===== config.mk =====
export PLATFORM = sky130hd
export DESIGN_NAME = round_robin_task_scheduler_flat
export DESIGN_NICKNAME = d
export VERILOG_FILES = /design/src/sv/rrts_pkg.sv /design/src/sv/rrts_if.sv /design/src/sv/rrts_ram.sv /design/src/sv/rrts_ctrl.sv /design/src/sv/round_robin_task_scheduler.sv /design/src/flat_wrapper.sv
export SDC_FILE = /design/constraint.sdc
export NUM_CORES = 1
export LEC_CHECK = 0
export BUFFER_PORTS_ARGS = -buffer_cell sky130_fd_sc_hd__buf_2
export CAP_MARGIN = 15
export CORE_UTILIZATION = 29
export CTS_BUF_LIST = sky130_fd_sc_hd__clkbuf_2 sky130_fd_sc_hd__clkbuf_4 sky130_fd_sc_hd__clkbuf_8
export CTS_CLUSTER_SIZE = 10
export DETAILED_ROUTE_END_ITERATION = 16
export GPL_ROUTABILITY_DRIVEN = 1
export PLACE_DENSITY = 0.49
export SLEW_MARGIN = 10
export SYNTH_ARGS = -nofsm -noshare
export SYNTH_HDL_FRONTEND = slang
export SYNTH_SLANG_ARGS = --single-unit

===== constraint.sdc =====
create_clock -name i_clk -period 5 [get_ports i_clk]
set_input_delay 0 -clock i_clk [delete_from_list [all_inputs] [get_ports i_clk]]
set_output_delay 0 -clock i_clk [all_outputs]
set_load 0.05 [all_outputs]

===== src/sv/rrts_pkg.sv =====
package rrts_pkg;

    localparam int NUM_SLOTS  = 16;
    localparam int SLOT_W     = (NUM_SLOTS > 1) ? $clog2(NUM_SLOTS) : 1;
    localparam int CNT_W      = $clog2(NUM_SLOTS + 1);
    localparam int CMD_W      = 2;
    localparam int PID_W      = 16;
    localparam int RS_W       = 2;
    localparam int SP_W       = 32;
    localparam int STATUS_W   = 3;
    localparam int CUR_SLOT_W = 6;

    localparam logic [CMD_W-1:0] CMD_ADD  = 2'd0;
    localparam logic [CMD_W-1:0] CMD_KILL = 2'd1;
    localparam logic [CMD_W-1:0] CMD_TICK = 2'd2;
    localparam logic [CMD_W-1:0] CMD_SET  = 2'd3;

    localparam logic [RS_W-1:0] RS_READY   = 2'd0;
    localparam logic [RS_W-1:0] RS_RUNNING = 2'd1;
    localparam logic [RS_W-1:0] RS_BLOCKED = 2'd2;
    localparam logic [RS_W-1:0] RS_UNKNOWN = 2'd3;

    localparam logic [STATUS_W-1:0] ST_OK        = 3'd0;
    localparam logic [STATUS_W-1:0] ST_FULL      = 3'd1;
    localparam logic [STATUS_W-1:0] ST_NOT_FOUND = 3'd2;
    localparam logic [STATUS_W-1:0] ST_NO_TASK   = 3'd3;
    localparam logic [STATUS_W-1:0] ST_BAD_STATE = 3'd4;

    typedef struct packed {
        logic [SLOT_W-1:0] rd_addr;
        logic              pid_we;
        logic [SLOT_W-1:0] pid_addr;
        logic [PID_W-1:0]  pid_data;
        logic              rs_we;
        logic [SLOT_W-1:0] rs_addr;
        logic [RS_W-1:0]   rs_data;
        logic              sp_we;
        logic [SLOT_W-1:0] sp_addr;
        logic [SP_W-1:0]   sp_data;
    } t_ram_req;

    function automatic logic [RS_W-1:0] clean_state(input logic [RS_W-1:0] s);
        return (s == RS_UNKNOWN) ? RS_BLOCKED : s;
    endfunction

    function automatic logic [SLOT_W-1:0] slot_inc(input logic [SLOT_W-1:0] a);
        return (a == SLOT_W'(NUM_SLOTS - 1)) ? '0 : a + 1'b1;
    endfunction

endpackage


===== src/sv/rrts_if.sv =====
interface rrts_in_if import rrts_pkg::*; ();
    logic             valid;
    logic             ready;
    logic [CMD_W-1:0] cmd;
    logic [PID_W-1:0] task_pid;
    logic [RS_W-1:0]  task_state;
    logic [SP_W-1:0]  stack_ptr;

    modport source (output valid, cmd, task_pid, task_state, stack_ptr, input ready);
    modport sink   (input valid, cmd, task_pid, task_state, stack_ptr, output ready);
endinterface

interface rrts_out_if import rrts_pkg::*; ();
    logic                  valid;
    logic                  ready;
    logic [STATUS_W-1:0]   status;
    logic [SP_W-1:0]       resume_sp;
    logic [PID_W-1:0]      current_pid;
    logic [CUR_SLOT_W-1:0] current_slot;

    modport source (output valid, status, resume_sp, current_pid, current_slot, input ready);
    modport sink   (input valid, status, resume_sp, current_pid, current_slot, output ready);
endinterface


===== src/sv/rrts_ram.sv =====
module rrts_ram #(
    parameter int WIDTH = 8,
    parameter int DEPTH = 16
) (
    input  logic                                     i_clk,
    input  logic                                     i_we,
    input  logic [((DEPTH > 1) ? $clog2(DEPTH) : 1)-1:0] i_wr_addr,
    input  logic [WIDTH-1:0]                         i_wr_data,
    input  logic [((DEPTH > 1) ? $clog2(DEPTH) : 1)-1:0] i_rd_addr,
    output logic [WIDTH-1:0]                         o_rd_data
);

    logic [WIDTH-1:0] r_mem [DEPTH];
    logic [WIDTH-1:0] r_rd_data;

    always_ff @(posedge i_clk) begin
        if (i_we) begin
            r_mem[i_wr_addr] <= i_wr_data;
        end
        r_rd_data <= r_mem[i_rd_addr];
    end

    assign o_rd_data = r_rd_data;

endmodule


===== src/sv/rrts_ctrl.sv =====
module rrts_ctrl import rrts_pkg::*; (
    input  logic              i_clk,
    input  logic              i_rst_n,
    input  logic              i_paused,
    rrts_in_if.sink           i_item,
    rrts_out_if.source        o_res,
    output t_ram_req          o_ram,
    input  logic [PID_W-1:0]  i_rd_pid,
    input  logic [RS_W-1:0]   i_rd_rs,
    input  logic [SP_W-1:0]   i_rd_sp
);

    typedef enum logic [2:0] {
        S_IDLE,
        S_ADD,
        S_FIND,
        S_PREV,
        S_SCAN,
        S_DONE
    } t_state;

    t_state                r_state, n_state;
    logic [NUM_SLOTS-1:0]  r_valid, n_valid;
    logic [SLOT_W-1:0]     r_cur, n_cur;
    logic [PID_W-1:0]      r_run_pid, n_run_pid;
    logic                  r_halted, n_halted;
    logic [SLOT_W-1:0]     r_addr, n_addr;
    logic [CNT_W-1:0]      r_left, n_left;
    logic                  r_dv, n_dv;
    logic [SLOT_W-1:0]     r_daddr, n_daddr;
    logic                  r_dlast, n_dlast;
    logic [CMD_W-1:0]      r_cmd, n_cmd;
    logic [PID_W-1:0]      r_pid, n_pid;
    logic [RS_W-1:0]       r_rs, n_rs;
    logic [SP_W-1:0]       r_sp, n_sp;
    logic [STATUS_W-1:0]   r_res_status, n_res_status;
    logic [SP_W-1:0]       r_res_sp, n_res_sp;
    logic                  r_out_valid, n_out_valid;
    logic [STATUS_W-1:0]   r_out_status, n_out_status;
    logic [SP_W-1:0]       r_out_sp, n_out_sp;
    logic [PID_W-1:0]      r_out_pid, n_out_pid;
    logic [CUR_SLOT_W-1:0] r_out_slot, n_out_slot;
    t_ram_req              ram;
    logic                  hit;

    always_comb begin
        n_state      = r_state;
        n_valid      = r_valid;
        n_cur        = r_cur;
        n_run_pid    = r_run_pid;
        n_halted     = r_halted;
        n_addr       = r_addr;
        n_left       = r_left;
        n_dv         = 1'b0;
        n_daddr      = r_daddr;
        n_dlast      = r_dlast;
        n_cmd        = r_cmd;
        n_pid        = r_pid;
        n_rs         = r_rs;
        n_sp         = r_sp;
        n_res_status = r_res_status;
        n_res_sp     = r_res_sp;
        n_out_valid  = r_out_valid;
        n_out_status = r_out_status;
        n_out_sp     = r_out_sp;
        n_out_pid    = r_out_pid;
        n_out_slot   = r_out_slot;
        hit          = 1'b0;

        ram          = '0;
        ram.rd_addr  = r_addr;
        ram.pid_addr = r_addr;
        ram.pid_data = r_pid;
        ram.rs_addr  = r_daddr;
        ram.rs_data  = RS_RUNNING;
        ram.sp_addr  = r_addr;
        ram.sp_data  = r_sp;

        // one slot address issued per cycle, its data checked in the next cycle
        if ((r_state == S_FIND || r_state == S_PREV || r_state == S_SCAN) && r_left != '0) begin
            n_dv    = 1'b1;
            n_daddr = r_addr;
            n_dlast = (r_left == CNT_W'(1));
            n_addr  = slot_inc(r_addr);
            n_left  = r_left - 1'b1;
        end

        if (r_out_valid && o_res.ready) begin
            n_out_valid = 1'b0;
        end

        unique case (r_state)
            S_IDLE: begin
                if (i_item.valid) begin
                    n_cmd        = i_item.cmd;
                    n_pid        = i_item.task_pid;
                    n_rs         = clean_state(i_item.task_state);
                    n_sp         = i_item.stack_ptr;
                    n_res_status = ST_OK;
                    n_res_sp     = '0;
                    n_dv         = 1'b0;
                    if (r_halted) begin
                        n_res_status = ST_NO_TASK;
                        n_state      = S_DONE;
                    end else begin
                        unique case (i_item.cmd) inside
                            CMD_ADD: begin
                                n_addr  = '0;
                                n_state = S_ADD;
                            end
                            CMD_KILL, CMD_SET: begin
                                n_addr  = '0;
                                n_left  = CNT_W'(NUM_SLOTS);
                                n_state = S_FIND;
                            end
                            CMD_TICK: begin
                                if (i_paused && r_valid[r_cur]) begin
                                    n_res_sp = i_item.stack_ptr;
                                    n_state  = S_DONE;
                                end else if (r_valid[r_cur]) begin
                                    n_addr  = r_cur;
                                    n_left  = CNT_W'(1);
                                    n_state = S_PREV;
                                end else begin
                                    n_addr  = slot_inc(r_cur);
                                    n_left  = CNT_W'(NUM_SLOTS);
                                    n_state = S_SCAN;
                                end
                            end
                            default: ;
                        endcase
                    end
                end
            end
            S_ADD: begin
                if (!r_valid[r_addr]) begin
                    ram.pid_we      = 1'b1;
                    ram.rs_we       = 1'b1;
                    ram.rs_addr     = r_addr;
                    ram.rs_data     = r_rs;
                    ram.sp_we       = 1'b1;
                    n_valid[r_addr] = 1'b1;
                    n_state         = S_DONE;
                end else if (r_addr == SLOT_W'(NUM_SLOTS - 1)) begin
                    n_res_status = ST_FULL;
                    n_state      = S_DONE;
                end else begin
                    n_addr = slot_inc(r_addr);
                end
            end
            S_FIND: begin
                if (r_dv) begin
                    if (r_valid[r_daddr] && i_rd_pid == r_pid) begin
                        if (r_cmd == CMD_KILL) begin
                            n_valid[r_daddr] = 1'b0;
                        end else begin
                            ram.rs_we   = 1'b1;
                            ram.rs_data = r_rs;
                        end
                        n_state = S_DONE;
                    end else if (r_dlast) begin
                        n_res_status = ST_NOT_FOUND;
                        n_state      = S_DONE;
                    end
                end
            end
            S_PREV: begin
                if (r_dv) begin
                    if (i_rd_rs == RS_READY) begin
                        ram.rs_we = 1'b1;
                        n_run_pid = i_rd_pid;
                        n_res_sp  = i_rd_sp;
                        n_state   = S_DONE;
                    end else begin
                        n_addr  = slot_inc(r_cur);
                        n_left  = CNT_W'(NUM_SLOTS);
                        n_dv    = 1'b0;
                        n_state = S_SCAN;
                    end
                end
            end
            S_SCAN: begin
                hit = r_dv && r_valid[r_daddr] && i_rd_rs != RS_BLOCKED;
                if (hit) begin
                    if (i_rd_rs == RS_READY && r_daddr == r_cur) begin
                        n_halted     = 1'b1;
                        n_res_status = ST_BAD_STATE;
                    end else begin
                        // save the interrupted pointer into the slot left behind
                        ram.sp_we   = r_valid[r_cur];
                        ram.sp_addr = r_cur;
                        ram.rs_we   = (i_rd_rs == RS_READY);
                        n_cur       = r_daddr;
                        n_run_pid   = i_rd_pid;
                        n_res_sp    = (r_daddr == r_cur) ? r_sp : i_rd_sp;
                    end
                    n_state = S_DONE;
                end else if (r_dv && r_dlast) begin
                    n_halted     = 1'b1;
                    n_res_status = ST_NO_TASK;
                    n_state      = S_DONE;
                end
            end
            S_DONE: begin
                if (!r_out_valid || o_res.ready) begin
                    n_out_valid  = 1'b1;
                    n_out_status = r_res_status;
                    n_out_sp     = r_res_sp;
                    n_out_pid    = r_run_pid;
                    n_out_slot   = CUR_SLOT_W'(r_cur);
                    n_state      = S_IDLE;
                end
            end
            default: n_state = S_IDLE;
        endcase
    end

    always_ff @(posedge i_clk) begin
        if (!i_rst_n) begin
            r_state     <= S_IDLE;
            r_valid     <= '0;
            r_cur       <= '0;
            r_run_pid   <= '0;
            r_halted    <= 1'b0;
            r_dv        <= 1'b0;
            r_left      <= '0;
            r_out_valid <= 1'b0;
        end else begin
            r_state     <= n_state;
            r_valid     <= n_valid;
            r_cur       <= n_cur;
            r_run_pid   <= n_run_pid;
            r_halted    <= n_halted;
            r_dv        <= n_dv;
            r_left      <= n_left;
            r_out_valid <= n_out_valid;
        end
        r_addr       <= n_addr;
        r_daddr      <= n_daddr;
        r_dlast      <= n_dlast;
        r_cmd        <= n_cmd;
        r_pid        <= n_pid;
        r_rs         <= n_rs;
        r_sp         <= n_sp;
        r_res_status <= n_res_status;
        r_res_sp     <= n_res_sp;
        r_out_status <= n_out_status;
        r_out_sp     <= n_out_sp;
        r_out_pid    <= n_out_pid;
        r_out_slot   <= n_out_slot;
    end

    assign i_item.ready       = (r_state == S_IDLE);
    assign o_res.valid        = r_out_valid;
    assign o_res.status       = r_out_status;
    assign o_res.resume_sp    = r_out_sp;
    assign o_res.current_pid  = r_out_pid;
    assign o_res.current_slot = r_out_slot;
    assign o_ram              = ram;

endmodule


===== src/sv/round_robin_task_scheduler.sv =====
// channel   dir   handshake      payload
// i_item    in    valid/ready    cmd, task_pid, task_state, stack_ptr
// o_res     out   valid/ready    status, resume_sp, current_pid, current_slot
// i_cfg     in    i_cfg_we       i_cfg_wdata (paused)
//
// one slot visited per cycle by a single scan counter over the slot rams
// add takes the first free slot from slot 0; kill and set state scan the table for the pid
// tick returns the item's pointer when held, else checks the current slot, then scans the table
// i_item.ready is low from acceptance until the result is in the output register
// a result waiting on o_res holds the next item in its last cycle
// synchronous active-low reset clears the table, current task, halt; paused resets to 1
module round_robin_task_scheduler import rrts_pkg::*; (
    input  logic       i_clk,
    input  logic       i_rst_n,
    rrts_in_if.sink    i_item,
    rrts_out_if.source o_res,
    input  logic       i_cfg_we,
    input  logic       i_cfg_wdata
);

    logic             r_paused;
    t_ram_req         ram;
    logic [PID_W-1:0] rd_pid;
    logic [RS_W-1:0]  rd_rs;
    logic [SP_W-1:0]  rd_sp;

    always_ff @(posedge i_clk) begin
        if (!i_rst_n) begin
            r_paused <= 1'b1;
        end else if (i_cfg_we) begin
            r_paused <= i_cfg_wdata;
        end
    end

    rrts_ram #(.WIDTH(PID_W), .DEPTH(NUM_SLOTS)) u_pid_ram (
        .i_clk     (i_clk),
        .i_we      (ram.pid_we),
        .i_wr_addr (ram.pid_addr),
        .i_wr_data (ram.pid_data),
        .i_rd_addr (ram.rd_addr),
        .o_rd_data (rd_pid)
    );

    rrts_ram #(.WIDTH(RS_W), .DEPTH(NUM_SLOTS)) u_rs_ram (
        .i_clk     (i_clk),
        .i_we      (ram.rs_we),
        .i_wr_addr (ram.rs_addr),
        .i_wr_data (ram.rs_data),
        .i_rd_addr (ram.rd_addr),
        .o_rd_data (rd_rs)
    );

    rrts_ram #(.WIDTH(SP_W), .DEPTH(NUM_SLOTS)) u_sp_ram (
        .i_clk     (i_clk),
        .i_we      (ram.sp_we),
        .i_wr_addr (ram.sp_addr),
        .i_wr_data (ram.sp_data),
        .i_rd_addr (ram.rd_addr),
        .o_rd_data (rd_sp)
    );

    rrts_ctrl u_ctrl (
        .i_clk    (i_clk),
        .i_rst_n  (i_rst_n),
        .i_paused (r_paused),
        .i_item   (i_item),
        .o_res    (o_res),
        .o_ram    (ram),
        .i_rd_pid (rd_pid),
        .i_rd_rs  (rd_rs),
        .i_rd_sp  (rd_sp)
    );

endmodule


===== src/flat_wrapper.sv =====
// flat-port wrapper written by rule: the top's interface ports become plain ports
module round_robin_task_scheduler_flat import rrts_pkg::*;
  (i_clk, i_rst_n, i_cfg_we, i_cfg_wdata, i_item_valid, i_item_cmd, i_item_task_pid, i_item_task_state, i_item_stack_ptr, i_item_ready, o_res_valid, o_res_status, o_res_resume_sp, o_res_current_pid, o_res_current_slot, o_res_ready);
  rrts_in_if i_item_i ();
  rrts_out_if o_res_i ();
  input  logic i_clk;
  input  logic i_rst_n;
  input  logic i_cfg_we;
  input  logic i_cfg_wdata;
  input wire logic [$bits(i_item_i.valid)-1:0] i_item_valid;
  input wire logic [$bits(i_item_i.cmd)-1:0] i_item_cmd;
  input wire logic [$bits(i_item_i.task_pid)-1:0] i_item_task_pid;
  input wire logic [$bits(i_item_i.task_state)-1:0] i_item_task_state;
  input wire logic [$bits(i_item_i.stack_ptr)-1:0] i_item_stack_ptr;
  output wire logic [$bits(i_item_i.ready)-1:0] i_item_ready;
  output wire logic [$bits(o_res_i.valid)-1:0] o_res_valid;
  output wire logic [$bits(o_res_i.status)-1:0] o_res_status;
  output wire logic [$bits(o_res_i.resume_sp)-1:0] o_res_resume_sp;
  output wire logic [$bits(o_res_i.current_pid)-1:0] o_res_current_pid;
  output wire logic [$bits(o_res_i.current_slot)-1:0] o_res_current_slot;
  input wire logic [$bits(o_res_i.ready)-1:0] o_res_ready;
  assign i_item_i.valid = i_item_valid;
  assign i_item_i.cmd = i_item_cmd;
  assign i_item_i.task_pid = i_item_task_pid;
  assign i_item_i.task_state = i_item_task_state;
  assign i_item_i.stack_ptr = i_item_stack_ptr;
  assign i_item_ready = i_item_i.ready;
  assign o_res_valid = o_res_i.valid;
  assign o_res_status = o_res_i.status;
  assign o_res_resume_sp = o_res_i.resume_sp;
  assign o_res_current_pid = o_res_i.current_pid;
  assign o_res_current_slot = o_res_i.current_slot;
  assign o_res_i.ready = o_res_ready;
  round_robin_task_scheduler u_core (.i_clk(i_clk), .i_rst_n(i_rst_n), .i_item(i_item_i), .o_res(o_res_i), .i_cfg_we(i_cfg_we), .i_cfg_wdata(i_cfg_wdata));
endmodule

### Yosys cells after proc, flatten, opt, wreduce, memory -nomap -nowiden

Memories as Yosys holds them, arrays and structs flattened. A register that Yosys moved wholly into a read port is not among the register bits.
Index checks and enable logic that the tools add are counted.

| operators by class | value |
|---|---|
| bitwise gates (word level) | 4 |
| shift operators | 0 |
| div/mod/pow operators | 0 |
| $lt $le $gt $ge | 5 |
| multipliers | 0 |
| reduce and logical (&&, ||, !) cells | 34 |
| add/sub/neg operators | 3 |
| mux-type cells | 116 |
| eq/ne operators | 36 |

Operators with widths:

| kind | number |
|---|---|
| 2-to-1 mux 32 bit | 9 |
| 2-to-1 mux 16 bit | 8 |
| case mux 32 bit (3 select lines) | 1 |
| 2-to-1 mux 3 bit | 22 |
| case mux 16 bit (2 select lines) | 2 |
| 2-to-1 mux 4 bit | 13 |
| 2-to-1 mux 5 bit | 9 |
| 2-to-1 mux 1 bit | 31 |
| != test 2 bit (second input constant) | 11 |
| case mux 5 bit (2 select lines) | 2 |
| case mux 3 bit (6 select lines) | 1 |
| bitwise AND 16 bit | 1 |
| == test 16 bit | 1 |
| inverter 16 bit | 1 |
| OR 16 bit | 1 |
| < comparator 4 x 5 -> 1 bit (second input constant) | 3 |
| binary-select mux 1 bit (select 4 bit) | 3 |
| case mux 3 bit (4 select lines) | 1 |
| case mux 4 bit (3 select lines) | 1 |
| logical AND 1 bit | 10 |
| != test 2 x 1 -> 1 bit (second input constant) | 5 |
| AND reduction 5 bit | 2 |
| case mux 3 bit (3 select lines) | 1 |
| AND reduction 9 bit | 1 |
| 37 further kinds | 58 |

| word-level totals | value |
|---|---|
| memories | 3 |
| latch bits | 0 |
| ROM bits | 0 |
| memory bits (writable) | 800 |
| register bits after elaboration | 199 |
| bits of input ports | 58 |

Memory list:

| memory | words | width | rd ports | clocked after Yosys merged registers in | wr ports | line | source |
|---|---|---|---|---|---|---|---|
| u_core.u_sp_ram.r_mem | 16 | 32 | 1 | 1 | 1 | rrts_ram.sv:13 | `logic [WIDTH-1:0] r_mem [DEPTH];` |
| u_core.u_pid_ram.r_mem | 16 | 16 | 1 | 1 | 1 | rrts_ram.sv:13 |  |
| u_core.u_rs_ram.r_mem | 16 | 2 | 1 | 1 | 1 | rrts_ram.sv:13 |  |

### Depth between registers and ports, before layout

Gate-level depths: netlist of the first run.

| depth | value |
|---|---|
| word-level depth | 10 |
| depth in mapped cells | 9 |
| gate-level depth less buffers | 9 |

### Hierarchy

From an unflattened synthesis of the first run, not the netlist that was laid out.

| unflattened totals | value |
|---|---|
| cells, all modules | 2,121 |
| area total of the unflattened synthesis | 40,473.8 um^2 |

Modules (own cells, without submodules):

| module | times used | sequential area each (um^2) | cells an instance | area each (um^2) |
|---|---|---|---|---|
| rrts_ram (u_core.u_sp_ram) | 1 | 16,015.4 | 838 | 19,835.3 |
| rrts_ram (u_core.u_pid_ram) | 1 | 8,007.7 | 432 | 10,042.1 |
| rrts_ctrl | 1 | 5,435.2 | 770 | 9,182.6 |
| rrts_ram (u_core.u_rs_ram) | 1 | 1,001.0 | 78 | 1,380.1 |
| round_robin_task_scheduler | 1 | 20.0 | 3 | 33.8 |

### Worst setup path before layout of the first run

Ideal clock, no wire load.

| path | value |
|---|---|
| path type | register to register |
| start point | register u_core.u_ctrl.r_daddr[0] |
| end point | memory u_core.u_sp_ram.r_mem[12][0] (netlist bit) (enable) |
| data arrival time | 4.447 ns |
| buffers on the path | 3 |
| setup time | 0.461 ns |
| period minus slack after synthesis | 4.908 ns |
| slack | 0.092 ns |
| cell stages (with the launch flop) | 10 |
| cell sequence | edfxtp_1 buf_6 clkbuf_1 xor2_1 nor4_1 nand2_1 nand3_1 buf_4 mux2_2 nor3_1 |

| on the way | value |
|---|---|
| word-level cells in the longest chain between the ends | 8 |

Ends and longest elaborated chain:

| element | line | source |
|---|---|---|
| start: declaration | rrts_ctrl.sv:30 | `logic [SLOT_W-1:0] r_daddr, n_daddr;` |
| start signal: assignment | rrts_ctrl.sv:239 | `r_daddr <= n_daddr;` |
| binary-select mux 1 bit (select 4 bit) | rrts_ctrl.sv:183 | `hit = r_dv && r_valid[r_daddr] && i_rd_rs != RS_BLOCKED;` |
| 2-to-1 mux 1 bit (implied by the code) | rrts_ctrl.sv:183 |  |
| logical AND 1 bit (2 in series) | rrts_ctrl.sv:183 |  |
| 2-to-1 mux 5 bit (*) | rrts_ctrl.sv:184 | `if (hit) begin` |
| case mux 1 bit (2 select lines) | rrts_ctrl.sv:92 | `unique case (r_state)` |
| 2-to-1 mux 1 bit | rrts_ram.sv:17 | `if (i_we) begin` |
| 2-to-1 mux 1 bit (implied by the code) | rrts_ram.sv:18 | `r_mem[i_wr_addr] <= i_wr_data;` |
| end: declaration | rrts_ram.sv:13 |  |

Mark *: on every way between the ends. The rest lies on a longest branch, timed or not. The select of a mux whose other input is x is not followed.

### Worst setup path in the final report of the first run

| path | value |
|---|---|
| start point | register u_core.u_ctrl.r_cur[0] |
| end point | memory u_core.u_sp_ram.r_mem[3][8] (netlist bit) (enable) |

| on the way | value |
|---|---|
| word-level cells in the longest chain between the ends | 7 |

Ends and longest elaborated chain:

| element | line | source |
|---|---|---|
| start: declaration | rrts_ctrl.sv:24 | `logic [SLOT_W-1:0] r_cur, n_cur;` |
| start signal: assignment | rrts_ctrl.sv:231 | `r_cur <= n_cur;` |
| binary-select mux 1 bit (select 4 bit) / == test 4 bit (equally long branches) | rrts_ctrl.sv:190, rrts_ctrl.sv:185 |  |
| 2-to-1 mux 1 bit (implied by the code) / logical AND 1 bit (equally long branches) | rrts_ctrl.sv:190, rrts_ctrl.sv:185 |  |
| 2-to-1 mux 5 bit (*) | rrts_ctrl.sv:185 | `if (i_rd_rs == RS_READY && r_daddr == r_cur) begin` |
| 2-to-1 mux 5 bit (*) | rrts_ctrl.sv:184 |  |
| case mux 1 bit (2 select lines) | rrts_ctrl.sv:92 |  |
| 2-to-1 mux 1 bit | rrts_ram.sv:17 |  |
| 2-to-1 mux 1 bit (implied by the code) | rrts_ram.sv:18 |  |

Marked as above.

==> impl_metrics.yaml, run 1 <==
run_status:
  status: "finished, final reports clean"
timing:
  setup_tns_ns: 0
  timing.final.hold_violations: 0
  finalMaxSlewViolations: 0
  fmax_mhz: 231
  final.min_clock_period_ns: 4.32
  finalCritPeriodShare: 0.864
  finalSetupViolCount: 0
  setup_repair_after_global_routing_missed_its_margin: "false"
  worst_slew_margin_rel: 0.263
  tightestPinTransition_ns: 1.11
  fin_skew_ns: 0.0394
worst_setup_path:
  endpoint_kind: "flip-flop"
  start_kind: "flip-flop"
  critical_path_required_ns: 5.50
  crit_type: "reg -> reg"
  data_arrival_time_of_the_critical_path_ns: 4.82
  reg2reg_depth: 7
  timing.critical_path.fanout_max: 32
yosys:
  ys_ff_latch: 1049
  synth_enable_flop_cells: 947
  yosys_top_cell_by_area: "sky130_fd_sc_hd__edfxtp_1"
  synth.avg_cell_area_sq_um: 20.7
  synth_simple_gate_area_frac: 0.0305
  fraction_of_synthesized_area_in_multiplexers: 0.155
  synthesis.area_sq_um: 40300
  asyncSetResetFlopFracSynth: 0
  netlist_top_cells_area: "sky130_fd_sc_hd__edfxtp_1 (71%), sky130_fd_sc_hd__mux4_2 (14%), sky130_fd_sc_hd__dfxtp_1 (5.1%)"
  yosys.area_share.adder: 0.00248
  synthesized_area_fraction_occupied_by_ao_oa_aoi_and_oai_cells: 0.0344
  yosys.area_share.xor_xnor: 0.00543
  synth_cell_type_count: 79
  syn_inst: 1946
  seq_area_frac_synth: 0.756
  post-synth-top-area-fraction: 0.706
  synthesis.yosys.warnings: 0
  synth-main-ff-cell: "sky130_fd_sc_hd__edfxtp_1"
  combinational_family_with_the_most_area_after_synthesis: "multiplexers"
clock_network:
  post_cts_buffers: 0
  post_cts_hold_buffer_count: 112
  cts_buffers: 169
  htree_levels: 4
  cts_resized: 0
  cts.root.buffer_cell: "sky130_fd_sc_hd__clkbuf_8"
  clock_sinks: 1049
  clkLatencyLatePin_ns: 0.85
  tritoncts: "done"
  clockBufferDepth: 3
  clkTransAtPathRegs_ns: 0.06
route:
  drt_pre_antenna_iters: 6
  ant_nets: 0
  detail_route.vias_per_cell: 4.84
  post-route-drc-count: 0
  first_iter_violations: 1549
  wl_per_cell_um: 23.3
  totalWireLength_mm: 98.8
  vias: 20481
power_and_ir_drop:
  peakVddDrop_v: 0.000280
  p_per_area_nw_per_um2: 501
  static-leakage-power_nw: 15.7
cells_and_area:
  area.growth.synth_to_final_pct: 19.1
  final_net_count: 2359
  final_common_cell: "sky130_fd_sc_hd__edfxtp_1"
  most-common-layout-cells: "sky130_fd_sc_hd__edfxtp_1 (947), sky130_fd_sc_hd__mux4_2 (255), sky130_fd_sc_hd__clkbuf_8 (191)"
  fillers: 12830
  layout_cell_share_with_drive_strength_beyond_1: 0.319
  stdcell_count: 4235
grt:
  grt_use_total: 0.142
  grt-busiest-layer: "met2"
  gr-total-overflow: 0
  grt_util_met2: 0.233
  grt_antenna_before_repair: 5
  grt.met3_usage: 0.0249
  gr-usage-met1: 0.189
  first_global_vias: 22057
  grt_first_pass_wirelength_mm: 148
  maximum_number_of_pins_on_one_net_before_global_route_repair: 66
floorplan:
  top_level_ports: 117
  fp-row-count: 136
  initial_core_utilization: 0.293
  die_width_um: 375
  die_area_sq_um: 140000
  die_h_um: 375
  placeableCoreArea_sq_um: 138000
placement:
  dp_cells: 3804
  port-buffer-count: 114
  globalplace.congestion: 0.827
  hpwl_mm: 57.2
hold_path:
  min_path_cells: 4
  worstHoldPathType: "in -> reg"
flow_run:
  maxCapViolCount: 0
## cell usage after synthesis, types with 3 or more instances
cell / instances
sky130_fd_sc_hd__nor4_1: 7
sky130_fd_sc_hd__buf_2: 7
sky130_fd_sc_hd__o22ai_1: 4
sky130_fd_sc_hd__clkbuf_1: 68
sky130_fd_sc_hd__a211oi_1: 4
sky130_fd_sc_hd__o21a_1: 24
sky130_fd_sc_hd__o31a_1: 9
sky130_fd_sc_hd__o41a_1: 3
sky130_fd_sc_hd__or3_1: 3
sky130_fd_sc_hd__and2_1: 21
sky130_fd_sc_hd__o22a_1: 3
sky130_fd_sc_hd__a222oi_1: 32
sky130_fd_sc_hd__nor3_1: 44
sky130_fd_sc_hd__nor2_1: 44
sky130_fd_sc_hd__o2111ai_1: 4
sky130_fd_sc_hd__mux2i_1: 35
sky130_fd_sc_hd__o211ai_1: 9
sky130_fd_sc_hd__nand2b_1: 11
sky130_fd_sc_hd__mux2_2: 7
sky130_fd_sc_hd__dfxtp_1: 102
sky130_fd_sc_hd__o21ai_1: 5
sky130_fd_sc_hd__mux4_2: 255
sky130_fd_sc_hd__edfxtp_1: 947
sky130_fd_sc_hd__a31oi_1: 9
sky130_fd_sc_hd__buf_6: 4
sky130_fd_sc_hd__nor4b_1: 3
sky130_fd_sc_hd__nand2_1: 42
sky130_fd_sc_hd__ha_1: 8
sky130_fd_sc_hd__nor2b_1: 36
sky130_fd_sc_hd__inv_1: 42
sky130_fd_sc_hd__nand3_1: 7
sky130_fd_sc_hd__buf_4: 3
sky130_fd_sc_hd__buf_1: 24
sky130_fd_sc_hd__a21oi_1: 22
sky130_fd_sc_hd__a21o_1: 3
sky130_fd_sc_hd__mux4_1: 3
sky130_fd_sc_hd__xor2_1: 23
sky130_fd_sc_hd__o21ai_0: 16
## critical path: stages, from the launching register on
cell,delay (ns)
sky130_fd_sc_hd__dfxtp_1,0.83
sky130_fd_sc_hd__xor2_1,0.14
sky130_fd_sc_hd__nor4_1,0.82
sky130_fd_sc_hd__nand2_1,0.30
sky130_fd_sc_hd__nand3_1,0.49
sky130_fd_sc_hd__mux2i_1,0.89
sky130_fd_sc_hd__nor3_2,0.10
sky130_fd_sc_hd__buf_4,0.37
## cells by family after synthesis
logic type      Yosys count
fa+ha+maj                 8
buf+inv                 150
simple gates            235
other cells               1
compound gates          177
flops                  1049
mux                     301
xor+xnor                 25
## layer usage
layer	routed length, um	vias up
li1	-	8817
met1	43300	10898
met2	48600	619
met3	4770	145
met4	2220	2
met5	13	-
## registers in the layout, indices dropped and copies added (netlist names), 32 cells and up
signal and cells:
u_core.u_pid_ram.r_mem 256, u_core.u_ctrl.r_sp 32, u_core.u_rs_ram.r_mem 32, u_core.u_sp_ram.r_mem 512
u_core.u_sp_ram.o_rd_data 32, u_core.u_ctrl.r_res_sp 32, u_core.u_ctrl.o_res.resume_sp 32
## through the flow
stage | worst slack, ns | cell area, sq um | utilization | power, mW | hold slack [ns]
after floorplan | 0.0923 | 40300 | - | 14.7 | 0.0989
after global placement | 1.04 | 43200 | 0.314 | 16.4 | 0.182
after detailed placement | 0.798 | 43200 | 0.314 | 16.5 | 0.179
after CTS | 0.787 | 48000 | 0.349 | 24.5 | 0.00984
after global routing | 0.383 | 48000 | 0.349 | 25.2 | 0.0909
final | 0.679 | 48000 | 0.349 | 24.0 | 0.113
## final cells by class
type	count	area (sq um)	share of cell area
diodes	1	2.50	0.0000521
repair buffers	281	2120	0.0441
inverters	44	168	0.00349
flip-flops and latches	1049	30500	0.635
multi-input cells	748	9330	0.194
clock buffers	267	3200	0.0667
clock inverters	51	437	0.00910
well taps	1794	2240	0.0468
## worst paths after layout
path | from | endpoint | slack (ns)
worst max register to register | u_core.u_ctrl.r_cur[0] | u_core.u_sp_ram.r_mem[3][8] | 0.68
worst min-delay path | i_item_stack_ptr[9] | u_core.u_ctrl.r_res_sp[9] | 0.11
worst max-delay path | u_core.u_ctrl.r_cur[0] | u_core.u_sp_ram.r_mem[3][8] | 0.68
worst min register to register | u_core.u_ctrl.r_res_sp[1] | u_core.u_ctrl.o_res.resume_sp[1] | 0.41
## where the power goes
part / internal [mW] / switching (mW)
sequential: 10.9 / 0.901
clock: 4.35 / 3.44
combinational: 2.04 / 2.42
total: 17.3 / 6.76
(Power assumes the default switching activity.)
==> inputs of run 2 (changes only) <==
--- a/config.mk
+++ b/config.mk
@@ -12,7 +12,7 @@
 export CTS_CLUSTER_SIZE = 10
 export DETAILED_ROUTE_END_ITERATION = 16
 export GPL_ROUTABILITY_DRIVEN = 1
-export PLACE_DENSITY = 0.49
+export PLACE_DENSITY = 0.5
 export SLEW_MARGIN = 10
 export SYNTH_ARGS = -nofsm -noshare
 export SYNTH_HDL_FRONTEND = slang
==> constraint.sdc (replaced) <==
create_clock -name i_clk -period 5.38 [get_ports i_clk]
set_input_delay 0 -clock i_clk [delete_from_list [all_inputs] [get_ports i_clk]]
set_output_delay 0 -clock i_clk [all_outputs]
set_load 0.05 [all_outputs]
==> run 2 against run 1 <==
  * Register-to-register slack gained 0.20 ns
  * Final area shrank 0.34%
  * Clock power down 9.8%
  * Global-route usage about the same
  * Non-clock buffer count is 9 lower
  * Worst hold slack lost 0.031 ns
  * Wire length grew 1.1%
  * First-iteration DRC count is 17% higher
  * Critical endpoint is now u_core.u_sp_ram.r_mem[11][6]
  * Highest routed layer unchanged
==> impl_metrics.yaml, run 2 (synthesis gave the netlist of run 1 again) <==
timing:
  worst_slew_margin_rel: 0.208
  setup_tns_ns: 0
  setup_repair_after_global_routing_missed_its_margin: "false"
  finalMaxSlewViolations: 0
  finalCritPeriodShare: 0.837
  final.min_clock_period_ns: 4.51
  fmax_mhz: 222
  tightestPinTransition_ns: 1.19
  finalSetupViolCount: 0
  fin_skew_ns: 0.0417
  timing.final.hold_violations: 0
placement:
  hpwl_mm: 58.6
  globalplace.congestion: 0.842
  port-buffer-count: 114
clock_network:
  clkLatencyLatePin_ns: 0.86
  post_cts_buffers: 0
  cts_resized: 0
  tritoncts: "done"
  post_cts_hold_buffer_count: 113
  clock_sinks: 1049
  htree_levels: 4
  cts.root.buffer_cell: "sky130_fd_sc_hd__clkbuf_8"
  clockBufferDepth: 3
  cts_buffers: 169
  clkTransAtPathRegs_ns: 0.06
route:
  dr.max_layer_used: "met5"
  first_iter_violations: 1805
  met2_wirelength_mm: 48.4
  totalWireLength_mm: 100
  detail_route.vias_per_cell: 4.85
  post-route-drc-count: 0
  dr_wl_met3_mm: 5.62
  vias: 20474
  drt_pre_antenna_iters: 5
  detail_route.wirelength.met1_mm: 43.8
  ant_nets: 0
  wl_per_cell_um: 23.7
power_and_ir_drop:
  peakVddDrop_v: 0.000331
  static-leakage-power_nw: 15.6
  p_per_area_nw_per_um2: 466
worst_setup_path:
  ff2ff_setup_slack_ns: 0.87
  crit_cells: 7
  crit_end: "u_core.u_sp_ram.r_mem[11][6]"
  endpoint_kind: "flip-flop"
  timing.critical_path.fanout_max: 32
  worst_path_dominant_cell_family: "simple AND/OR/NAND/NOR gates"
  data_arrival_time_of_the_critical_path_ns: 4.97
  worst_path_max_delay_cell: "sky130_fd_sc_hd__nor4_1"
  r2r-end: "u_core.u_sp_ram.r_mem[11][6]"
  start_kind: "flip-flop"
  crit_type: "reg -> reg"
  critical_path_required_ns: 5.84
  critPathLaunch: "u_core.u_ctrl.r_cur[0]"
  reg2reg_depth: 7
  path_cells: "xor2_1 > nor4_1 > nand2_1 > nand3_1 > mux2i_1 > nor3_2 > buf_4"
  worst_path_largest_cell_delay_ns: 0.81
  cp.buffers_inverters: 1
  r2r-start: "u_core.u_ctrl.r_cur[0]"
floorplan:
  placeableCoreArea_sq_um: 138000
  top_level_ports: 117
  die_h_um: 375
  initial_core_utilization: 0.293
  die_area_sq_um: 140000
  die_width_um: 375
  fp-row-count: 136
flow_run:
  maxCapViolCount: 0
cells_and_area:
  registers_with_the_most_flip_flops: "u_core.u_sp_ram.r_mem (512), u_core.u_pid_ram.r_mem (256)"
  largest_register: "u_core.u_sp_ram.r_mem"
  final_util: 0.347
  largest_register_ff_count: 512
  most-common-layout-cells: "sky130_fd_sc_hd__edfxtp_1 (947), sky130_fd_sc_hd__mux4_2 (255), sky130_fd_sc_hd__clkbuf_8 (181)"
  final_common_cell: "sky130_fd_sc_hd__edfxtp_1"
  final_net_count: 2350
  area.growth.synth_to_final_pct: 18.7
  layout_cell_share_with_drive_strength_beyond_1: 0.304
grt:
  grt_use_total: 0.142
  first_global_vias: 21669
  maximum_number_of_pins_on_one_net_before_global_route_repair: 156
  gr-total-overflow: 0
  grt_antenna_before_repair: 7
  grt_first_pass_wirelength_mm: 147
hold_path:
  min_path_cells: 4
  worstHoldPathType: "in -> reg"
run_status:
  status: "finished, final reports clean"
[run 2: cell types whose count changed in the layout (fill, tap and decap cells not counted), sizes merged]
| cell | change |
|---|---|
| inv | +3 |
| clkbuf | -24 |
| diode | +1 |
| clkinvlp | -1 |
| dlygate4sd3 | +1 |
| clkinv | +18 |
| bufinv | +1 |
| buf | -10 |
[run 2: worst min-delay path by stage]
stage,from,endpoint,slack [ns]
2_1_floorplan,i_item_cmd[0],u_core.u_ctrl.r_cmd[0],0.1
3_3_place_gp,i_item_task_pid[14],u_core.u_ctrl.r_pid[14],0.18
3_5_place_dp,i_item_task_pid[6],u_core.u_ctrl.r_pid[6],0.18
4_1_cts,i_item_stack_ptr[20],u_core.u_ctrl.r_res_sp[20],0.003
5_1_grt,i_item_stack_ptr[10],u_core.u_ctrl.r_res_sp[10],0.07
6_report,i_item_stack_ptr[10],u_core.u_ctrl.r_res_sp[10],0.08
[run 2: power breakdown]
group | switching (mW) | internal [mW]
sequential | 0.789 | 10.1
clock | 3.19 | 3.85
combinational | 2.41 | 1.93
total | 6.38 | 15.9
[run 2: worst register-to-register path, stage by stage, from the launching register on]
cell and delay (ns):
sky130_fd_sc_hd__dfxtp_1 0.80, sky130_fd_sc_hd__xor2_1 0.16, sky130_fd_sc_hd__nor4_1 0.81, sky130_fd_sc_hd__nand2_1 0.33, sky130_fd_sc_hd__nand3_1 0.63, sky130_fd_sc_hd__mux2i_1 0.50, sky130_fd_sc_hd__nor3_2 0.34, sky130_fd_sc_hd__buf_4 0.55
[run 2: through the flow]
| stage | hold WS, ns | instances | instance area, sq um | worst slack (ns) | total power [mW] |
|---|---|---|---|---|---|
| 4_1_cts | 0.00304 | 4220 | 47800 | 0.925 | 22.6 |
| 3_5_place_dp | 0.178 | 3792 | 43200 | 0.946 | 15.4 |
| 6_report | 0.0818 | 4224 | 47800 | 0.875 | 22.3 |
| 5_1_grt | 0.0650 | 4223 | 47800 | 0.667 | 23.3 |
| 2_1_floorplan | 0.0989 | 1947 | 40300 | 0.472 | 13.7 |
| 3_3_place_gp | 0.181 | 3791 | 43200 | 1.02 | 15.3 |
[run 2: final cells by class]
cell class | instances | area (sq um)
inverters | 44 | 168
repair buffers | 272 | 2110
multi-input cells | 748 | 9330
fillers | 12851 | 89800
clock buffers | 243 | 2960
well taps | 1794 | 2240
diodes | 2 | 5.00
clock inverters | 72 | 519
flip-flops and latches | 1049 | 30500
[run 2: routing by layer]
layer | track usage | vias to the layer above
met5 | 0 | -
met4 | 0.0499 | 2
met1 | 0.191 | 10848
li1 | - | 8788
met2 | 0.230 | 676
met3 | 0.0274 | 160
==> inputs of run 3 (changes only) <==
--- a/config.mk
+++ b/config.mk
@@ -5,6 +5,7 @@
 export SDC_FILE = /design/constraint.sdc
 export NUM_CORES = 1
 export LEC_CHECK = 0
+export ABC_AREA = 1
 export BUFFER_PORTS_ARGS = -buffer_cell sky130_fd_sc_hd__buf_2
 export CAP_MARGIN = 15
 export CORE_UTILIZATION = 29
@@ -12,7 +13,7 @@
 export CTS_CLUSTER_SIZE = 10
 export DETAILED_ROUTE_END_ITERATION = 16
 export GPL_ROUTABILITY_DRIVEN = 1
-export PLACE_DENSITY = 0.5
+export PLACE_DENSITY = 0.52
 export SLEW_MARGIN = 10
 export SYNTH_ARGS = -nofsm -noshare
 export SYNTH_HDL_FRONTEND = slang
==> constraint.sdc (replaced) <==
create_clock -name i_clk -period 3.94 [get_ports i_clk]
set_input_delay 0 -clock i_clk [delete_from_list [all_inputs] [get_ports i_clk]]
set_output_delay 0 -clock i_clk [all_outputs]
set_load 0.05 [all_outputs]
==> run 3 against run 2 <==
  * Die area up 3.1%
  * Critical endpoint is now u_core.u_sp_ram.r_mem[10][12]
  * Combinational power up 130%
  * Register-to-register slack worse by 0.20 ns
  * Largest cell class unchanged
==> impl_metrics.yaml, run 3 <==
run_status:
  status: "finished, final reports clean"
yosys:
  yosys_top_cell_by_area: "sky130_fd_sc_hd__edfxtp_1"
  ys_ff_latch: 1049
  synth_enable_flop_cells: 947
  synth.avg_cell_area_sq_um: 12.2
  seq_area_frac_synth: 0.734
  netlist_top_cells_area: "sky130_fd_sc_hd__edfxtp_1 (68%), sky130_fd_sc_hd__o21ai_0 (5.7%), sky130_fd_sc_hd__dfxtp_1 (4.9%)"
  post-synth-top-area-fraction: 0.684
  yosys-top-cells-count: "sky130_fd_sc_hd__edfxtp_1 (947), sky130_fd_sc_hd__nor2_1 (490), sky130_fd_sc_hd__nand2_1 (489)"
  post-synth-top-count-cell: "sky130_fd_sc_hd__edfxtp_1"
  synthesis.yosys.warnings: 0
  synth-main-ff-cell: "sky130_fd_sc_hd__edfxtp_1"
  synthesis.area_sq_um: 41500
  synth_cell_type_count: 43
  asyncSetResetFlopFracSynth: 0
  syn_inst: 3405
clock_network:
  tritoncts: "done"
  cts_buffers: 176
  clock_sinks: 1049
  cts.root.buffer_cell: "sky130_fd_sc_hd__clkbuf_8"
  cts_resized: 0
  post_cts_buffers: 0
  post_cts_hold_buffer_count: 113
  htree_levels: 4
  clkLatencyLatePin_ns: 0.88
  clockBufferDepth: 3
  clkTransAtPathRegs_ns: 0.06
power_and_ir_drop:
  power_mw: 34.9
  static-leakage-power_nw: 16.8
  peakVddDrop_v: 0.000452
  p_per_area_nw_per_um2: 704
grt:
  maximum_number_of_pins_on_one_net_before_global_route_repair: 101
  first_global_vias: 27260
  grt_antenna_before_repair: 2
  gr-total-overflow: 0
  grt_first_pass_wirelength_mm: 179
  grt_use_total: 0.163
timing:
  finalCritPeriodShare: 0.830
  setup_tns_ns: 0
  tightestPinTransition_ns: 1.08
  fmax_mhz: 306
  setup_repair_after_global_routing_missed_its_margin: "false"
  worst_slew_margin_rel: 0.279
  whs_ns: 0.0937
  finalMaxSlewViolations: 0
  finalSetupViolCount: 0
  final.min_clock_period_ns: 3.27
  fin_skew_ns: 0.0650
  postLayoutSetupSlackWorst_ns: 0.671
  timing.final.hold_violations: 0
floorplan:
  fp-row-count: 138
  die_area_sq_um: 145000
  top_level_ports: 117
  initial_core_utilization: 0.293
  placeableCoreArea_sq_um: 142000
  die_width_um: 380
  die_h_um: 380
route:
  detail_route.vias_per_cell: 4.85
  first_iter_violations: 2553
  ant_nets: 0
  totalWireLength_mm: 120
  vias: 27850
  drt_pre_antenna_iters: 5
  post-route-drc-count: 0
  wl_per_cell_um: 21.0
placement:
  dp_cells: 5296
  globalplace.congestion: 0.837
  placedInstanceArea_sq_um: 44700
  hpwl_mm: 68.8
  dp_worst_setup_slack_ns: 0.649
  port-buffer-count: 114
worst_setup_path:
  worst_path_largest_cell_delay_ns: 0.62
  timing.critical_path.fanout_max: 32
  start_kind: "flip-flop"
  critPathMostFrequentCell: "sky130_fd_sc_hd__nand2_1"
  path_cells: "inv_2 > nand2_1 > nand2_1 > nand2_1 > nand2_1 > nand2_1 > nand2_1 > inv_2 > nand2_4 > nand2_4 > nor2_8 > nand2_1 > o21ai_2 > nand2_1 > nor2_4 > buf_4"
  critical_path_required_ns: 4.42
  endpoint_kind: "flip-flop"
  worst_path_max_delay_cell: "sky130_fd_sc_hd__edfxtp_1"
  crit_type: "reg -> reg"
  data_arrival_time_of_the_critical_path_ns: 3.75
cells_and_area:
  finish.instance_area_sq_um: 49600
  area.growth.synth_to_final_pct: 19.5
  largest_register: "u_core.u_sp_ram.r_mem"
  registers_with_the_most_flip_flops: "u_core.u_sp_ram.r_mem (512), u_core.u_pid_ram.r_mem (256)"
  most-common-layout-cells: "sky130_fd_sc_hd__edfxtp_1 (947), sky130_fd_sc_hd__nand2_1 (488), sky130_fd_sc_hd__o21ai_0 (474)"
  final_net_count: 3763
  final_util: 0.350
  final_common_cell: "sky130_fd_sc_hd__edfxtp_1"
  largest_register_ff_count: 512
  stdcell_count: 5738
  layout_cell_share_with_drive_strength_beyond_1: 0.161
flow_run:
  maxCapViolCount: 0
hold_path:
  worstHoldPathType: "in -> reg"
[run 3: changes by cell type in the layout (fill, tap and decap cells not counted), sizes merged, moves of 46 or more]
cell,previous run,this run
nand3,7,94
inv,51,145
mux4,258,0
o21ai,21,498
o22ai,5,200
buf,159,205
nand2,42,502
nand4,2,68
nor2,44,497
[run 3: final timing paths]
check	start	to	slack (ns)	depth (start not counted)
worst max register to register	u_core.u_ctrl.r_daddr[0]	u_core.u_sp_ram.r_mem[10][12]	0.67	16
worst min-delay path	i_item_stack_ptr[29]	u_core.u_ctrl.r_res_sp[29]	0.09	4
worst max-delay path	u_core.u_ctrl.r_daddr[0]	u_core.u_sp_ram.r_mem[10][12]	0.67	16
worst min register to register	u_core.u_ctrl.r_res_sp[24]	u_core.u_ctrl.o_res.resume_sp[24]	0.42	0
[run 3: cells by family (layout without fill, tap and decap cells)]
logic type / Yosys count / in the layout / synth area share
AND/OR/NAND/NOR: 1190 / 1190 / 0.119
flip-flops: 1049 / 1049 / 0.734
AO/OA/AOI/OAI: 796 / 796 / 0.107
buffers and inverters: 342 / 783 / 0.0339
XOR/XNOR: 19 / 19 / 0.00401
adder cells (fa/ha/maj): 8 / 8 / 0.00241
other: 1 / 3 / 0.0000903
[run 3: power by group]
part	total (mW)	switching [mW]	leakage [nW]	internal (mW)
Combinational	9.90	7.26	5.31	2.64
Clock	10.4	4.51	2.03	5.84
Sequential	14.7	0.928	9.43	13.8
[run 3: layer usage]
metal  GRT usage  routed length (um)  share of wire
met1       0.225               54400           0.45
met2       0.256               55300           0.46
met3      0.0343                7760          0.064
met4      0.0529                2980          0.025
met5           0                   0              0
[run 3: area by class of cell]
| cell class | count | area [sq um] |
|---|---|---|
| inverter | 137 | 532 |
| fill | 13975 | 92100 |
| sequential | 1049 | 30500 |
| timing repair buffer | 318 | 2520 |
| clock buffer | 279 | 3360 |
| multi-input combinational | 2015 | 9920 |
| tap | 1890 | 2360 |
| clock inverter | 49 | 455 |
| antenna | 1 | 2.50 |
[run 3: critical path, delay by kind of cell, from the launching register on]
kind | cells | cell delay, ns
flip-flops | 1 | 0.62
AND/OR/NAND/NOR | 12 | 1.41
buffers and inverters | 3 | 0.71
AO/OA/AOI/OAI | 1 | 0.11
